`config.mk`:
```
export PLATFORM = sky130hd
export DESIGN_NAME = bpc_queue
export DESIGN_NICKNAME = d
export VERILOG_FILES = /design/src/sv/bpc_pkg.sv /design/src/sv/bpc_queue.sv
export SDC_FILE = /design/constraint.sdc
export NUM_CORES = 1
export LEC_CHECK = 0
export BUFFER_PORTS_ARGS = -buffer_cell sky130_fd_sc_hd__buf_2
export CORE_UTILIZATION = 64
export CTS_BUF_LIST = sky130_fd_sc_hd__clkbuf_8
export DETAILED_ROUTE_END_ITERATION = 10
export PLACE_DENSITY = 0.87
export SETUP_SLACK_MARGIN = 0.15
export SLEW_MARGIN = 20
export SYNTH_ARGS = -nofsm -noshare
export SYNTH_HDL_FRONTEND = slang
export SYNTH_SLANG_ARGS = --single-unit
```
`constraint.sdc`:
```
create_clock -name clk -period 5.58 [get_ports clk]
set_input_delay 1.395 -clock clk [delete_from_list [all_inputs] [get_ports clk]]
set_output_delay 1.395 -clock clk [all_outputs]
set_load 0.02 [all_outputs]
```
`src/sv/bpc_pkg.sv`:
```
// Package for the barometric temperature / pressure compensation block.
// Payload, calibration and queue types plus shared helper functions.
// No dependencies.
`default_nettype none
package bpc_pkg;

  localparam int RawW   = 20;
  localparam int TempW  = 24;
  localparam int WordW  = 32;
  localparam int CalW   = 16;
  localparam int QDepth = 4;
  localparam int QPtrW  = 2;

  // Configuration register indexes
  localparam logic [2:0] REG_TEMP_CAL  = 3'd0;
  localparam logic [2:0] REG_PRESS_LO  = 3'd1;
  localparam logic [2:0] REG_PRESS_HI  = 3'd2;
  localparam logic [2:0] REG_PRESS_NIN = 3'd3;

  typedef struct packed {
    logic [RawW-1:0] raw_temperature;
    logic [RawW-1:0] raw_pressure;
  } in_t;

  typedef struct packed {
    logic signed [TempW-1:0] temperature_centi;
    logic [WordW-1:0]        pressure_pa;
    logic                    pressure_invalid;
  } out_t;

  // Calibration words split out of the packed registers
  typedef struct packed {
    logic [CalW-1:0] t1, t2, t3;
    logic [CalW-1:0] p1, p2, p3, p4, p5, p6, p7, p8, p9;
  } cal_t;

  // One classified item waiting for the divide / correction back end
  typedef struct packed {
    logic [TempW-1:0] temp;
    logic [WordW-1:0] dividend;
    logic [WordW-1:0] divisor;
    logic             post_dbl;
    logic             invalid;
  } job_t;

  // Arithmetic right shift of a 32-bit word
  function automatic logic [WordW-1:0] sra32(input logic [WordW-1:0] x, input logic [4:0] n);
    return $signed(x) >>> n;
  endfunction

  // Sign extend a 16-bit calibration word
  function automatic logic [WordW-1:0] sx16(input logic [CalW-1:0] w);
    return {{(WordW-CalW){w[CalW-1]}}, w};
  endfunction

endpackage
`default_nettype wire

```
`src/sv/bpc_queue.sv`:
```
// Short queue of classified items between front and back end.
// Uses bpc_pkg for the item type and depth.
`default_nettype none
module bpc_queue (
  input  wire logic          clk,
  input  wire logic          rst,
  input  wire logic          push,
  input  wire bpc_pkg::job_t push_data,
  output logic               full,
  input  wire logic          pop,
  output logic               head_valid,
  output bpc_pkg::job_t      head_data
);
  import bpc_pkg::*;

  job_t             slots [QDepth];
  logic [QPtrW-1:0] wr_ptr, rd_ptr;
  logic [QPtrW:0]   count;
  logic             do_pop;

  assign full       = (count == (QPtrW+1)'(QDepth));
  assign head_valid = (count != '0);
  assign head_data  = slots[rd_ptr];
  assign do_pop     = pop && head_valid;

  always_ff @(posedge clk) begin
    if (rst) begin
      wr_ptr <= '0;
      rd_ptr <= '0;
      count  <= '0;
    end else begin
      if (push) wr_ptr <= wr_ptr + 1'b1;
      if (do_pop) rd_ptr <= rd_ptr + 1'b1;
      count <= count + (QPtrW+1)'(push) - (QPtrW+1)'(do_pop);
    end
  end

  always_ff @(posedge clk) begin
    if (push) slots[wr_ptr] <= push_data;
  end

endmodule
`default_nettype wire

```
Word-level counts from Yosys, hierarchy flattened:

Memories as Yosys holds them, arrays and structs flattened. A register that Yosys moved wholly into a read port is not among the register bits.
Index checks and enable logic that the tools add are counted.

* register bits: 7
* memory bits (writable): 360
* output and inout bits: 92
* memories: 1
* word-level logic and storage cells: 15

* muxes and demuxes: 4
* equality and inequality tests: 1
* add/sub/neg operators: 4
* reduce and logical (&&, ||, !) cells: 2

Memories
* slots: depth 4, bits a word 90, read ports 1, clocked after Yosys merged registers in 1, write ports 1, RTL line bpc_queue.sv:16 `job_t slots [QDepth];`

Operators by type and width (count)
* $add 2x1->2 const B: 2
* $mux 2: 2
* $add 3x1->3: 1
* $eq 3x3->1 const B: 1
* $reduce_bool 3->1: 1
* $sub 3x1->3: 1
* $mux 1: 2
* $logic_and 1x1->1: 1

Logic depth before layout (Yosys ltp):

* depth in word-level cells: 4
* depth in mapped cells: 7
* mapped depth without buffers: 7

Least setup slack after synthesis:

No wires, ideal clock.

* path kind: in2reg
* from: input push
* to: memory slots[0][0] (netlist name) (enable)
* buffers on the path: 0
* stages on the path: 1
* data required time: 5.122 ns
* setup time: 0.458 ns
* data arrival time: 3.481 ns
* setup slack: 1.641 ns
* cells stage by stage: and2_1

* word-level cells in the longest chain between the ends: 2

RTL lines
* from (decl): RTL line bpc_queue.sv:7 `input wire logic push,`
* $mux 1: RTL line bpc_queue.sv:39 `if (push) slots[wr_ptr] <= push_data;`
* $mux 1 (not written as such): RTL line bpc_queue.sv:39
* to (decl): RTL line bpc_queue.sv:16

Every way passes these cells.

==> reports/metrics.cfg <==
[status]
status = finished clean

[sta]
fin_crit_ns = 4.08
period_share_pct = 73.2
skew_ns = 0.0130
rsz0062_at_grt = false
relSlewSlack_pct = 29.1
finalWorstSetupSlack_ns = 1.50
fmax_mhz = 245
worst-slew-pin-transition_ns = 1.06
fin_setup_tns_ns = 0
setup_viol = 0
finalHoldViolCount = 0
slew_viol_final = 0

[pwr]
powerDensity_nw_per_um2 = 410
vdd_drop_max_mv = 0.359
p_leak_uw = 0.00532

[yosys]
yosys.area_share.adder_pct = 0.702
synth_edf_count = 360
synthTopCellsByCount = edfxtp_1 (360), mux4_2 (90), buf_12 (9), buf_2 (9), dfxtp_1 (9)
synth_compound_area_share_pct = 0.129
netlist.area_leader.share_pct = 79.8
synth-main-ff-cell = edfxtp_1
yosys.area_share.simple_pct = 0.600
synth_xor_area_share_pct = 0.240
ys_types = 22
synth_top_family_by_area = multiplexers
yosys.area.top_type = edfxtp_1
yosysSeqAreaShare_pct = 81.1
synthMuxAreaShare_pct = 15.3
synth_nets = 617
yosysWarningCount = 0
synth_area_leaders = edfxtp_1 (80%), mux4_2 (15%), buf_12 (1.3%)
netlist_area_um2 = 13600
syn_area_per_cell_um2 = 26.3
async_flop_share_pct = 0
syn_inst = 516
ys_ff_latch = 369
synth_most_common_cell = edfxtp_1

[critical_path]
cp_data_required_time_ns = 4.18
reg2regPathDepth = 4
crit_chain = buf_4, mux4_2, buf_2
r2r_end = slots[1][39]
cp_data_arrival_time_ns = 2.69
cp-end-kind = output port
critPathLaunchType = register
path_class = register to output port
slowest_stage = dfxtp_4
r2r_start = wr_ptr[1]
cp_max_fo = 73
cp_slowest_stage_delay_ns = 1.04
crit_end = head_data[19]
r2r_setup_slack_ns = 3.28

[drt]
dr.pass1.iters = 5
wl_per_cell_um = 23.1
routed-via-count = 6264
routed_via_density = 5.97
antenna_left = 0
routed_wl_um = 24200
drc = 0
initialDrtViolationCount = 377

[global_route]
gr-total-overflow = 0
grt_pass1_wl_um = 36900
grt_max_degree = 74
antenna_found_initial = 1
grt_pass1_vias = 6642
gr-usage-all-layers_pct = 23.1

[hold_path]
holdPathStages = 2
min_from = wr_ptr[1]
hp-class = register to register

[placement]
gp_congestion = 0.738
numPortBuffers = 185
pre_cts_slack_ns = 2.03
dpl.hpwl_um = 14900

[clock_tree]
cts_sinks = 369
cts-root-buf = clkbuf_8
tritoncts = yes
numCtsBuffers = 53
htree_levels = 2
clk_latency_ns = 0.57
clk_path_buf_depth = 3
clkSlewWorstSetupHoldPaths_ns = 0.06
post_cts_buffers = 0
post_cts_resized = 0
cts_hold_buffers = 0

[floorplan]
die_area_um2 = 21800
dieWidth_um = 148
chipHeight_um = 148
rows = 52
io_pins = 186
core-area_um2 = 20500
initial_utilization_pct = 66.1

[layout]
drive_above_1_share_pct = 45.0
nets = 844
fill_cells = 1101
syn_to_final_growth_pct = 14.7

[flow_run]
maxCapViolCount = 0

## routing by layer
metal | share of wire [%] | up-vias | global-route usage (%)
met5 | 0 | - | 0
met4 | 1.6 | 0 | 7.06
met2 | 52 | 280 | 37.9
li1 | - | 2672 | -
met1 | 39 | 3276 | 31.8
met3 | 7.6 | 36 | 5.22
## state kept, by name (all words and copies together) (netlist names), named ones only
name	count
slots	360
count	3
rd_ptr	2
wr_ptr	2
## layout by cell type, fill, tap and decap left out, drive strengths merged
master / instances
mux4: 90
mux2i: 1
clkinv: 11
edfxtp: 360
xor3: 1
clkbuf: 54
nor2b: 4
dfxtp: 9
clkinvlp: 1
xnor2: 1
and3: 1
and2: 4
nor2: 5
ha: 6
o311ai: 1
diode: 2
buf: 193
mux2: 3
fa: 1
or3: 1
o31a: 1
inv: 29
## kinds of logic (layout without fill, tap and decap cells)
logic type	Yosys count	in the layout
adder cells (fa/ha/maj)	7	7
buffers and inverters	27	288
other	0	2
flip-flops	369	369
AND/OR/NAND/NOR	15	15
XOR/XNOR	2	2
multiplexers	94	94
AO/OA/AOI/OAI	2	2
## through the flow
stage               std cells  power (µW)  hold slack (ns)  area, µm²  utilization (%)
global placement          958        4600            0.526      14700             71.5
CTS                      1047        6440            0.562      15500             75.8
detailed placement        958        4650            0.555      14700             71.5
floorplan                 516        4330            0.514      13600                -
global route             1048        6630            0.614      15500             75.8
finish                   1049        6370            0.562      15500             75.8
## how the worst min path moves through the flow
stage	to
final	wr_ptr[1]
after global routing	wr_ptr[0]
after CTS	wr_ptr[1]
after detailed placement	wr_ptr[1]
after global placement	wr_ptr[1]
after floorplan	wr_ptr[1]
## power by group
group	switching [µW]	internal [µW]
registers	123	3200
logic	681	572
clock network	910	889
## worst max-delay path, delay by kind of cell (launching register included)
kind	cells	cell delay [ns]
buffers and inverters	2	0.62
DFF	1	1.04
muxes	1	0.40
## final cells by class
type	instances	area, µm²	area share, %
clock buffer	54	743	4.78
timing repair buffer	193	986	6.34
sequential	369	11000	70.8
antenna	2	5.00	0.0322
inverter	6	22.5	0.145
multi-input combinational	120	2310	14.8
tap	270	338	2.17
clock inverter	35	143	0.918
Power figures use the tool's default switching activity.
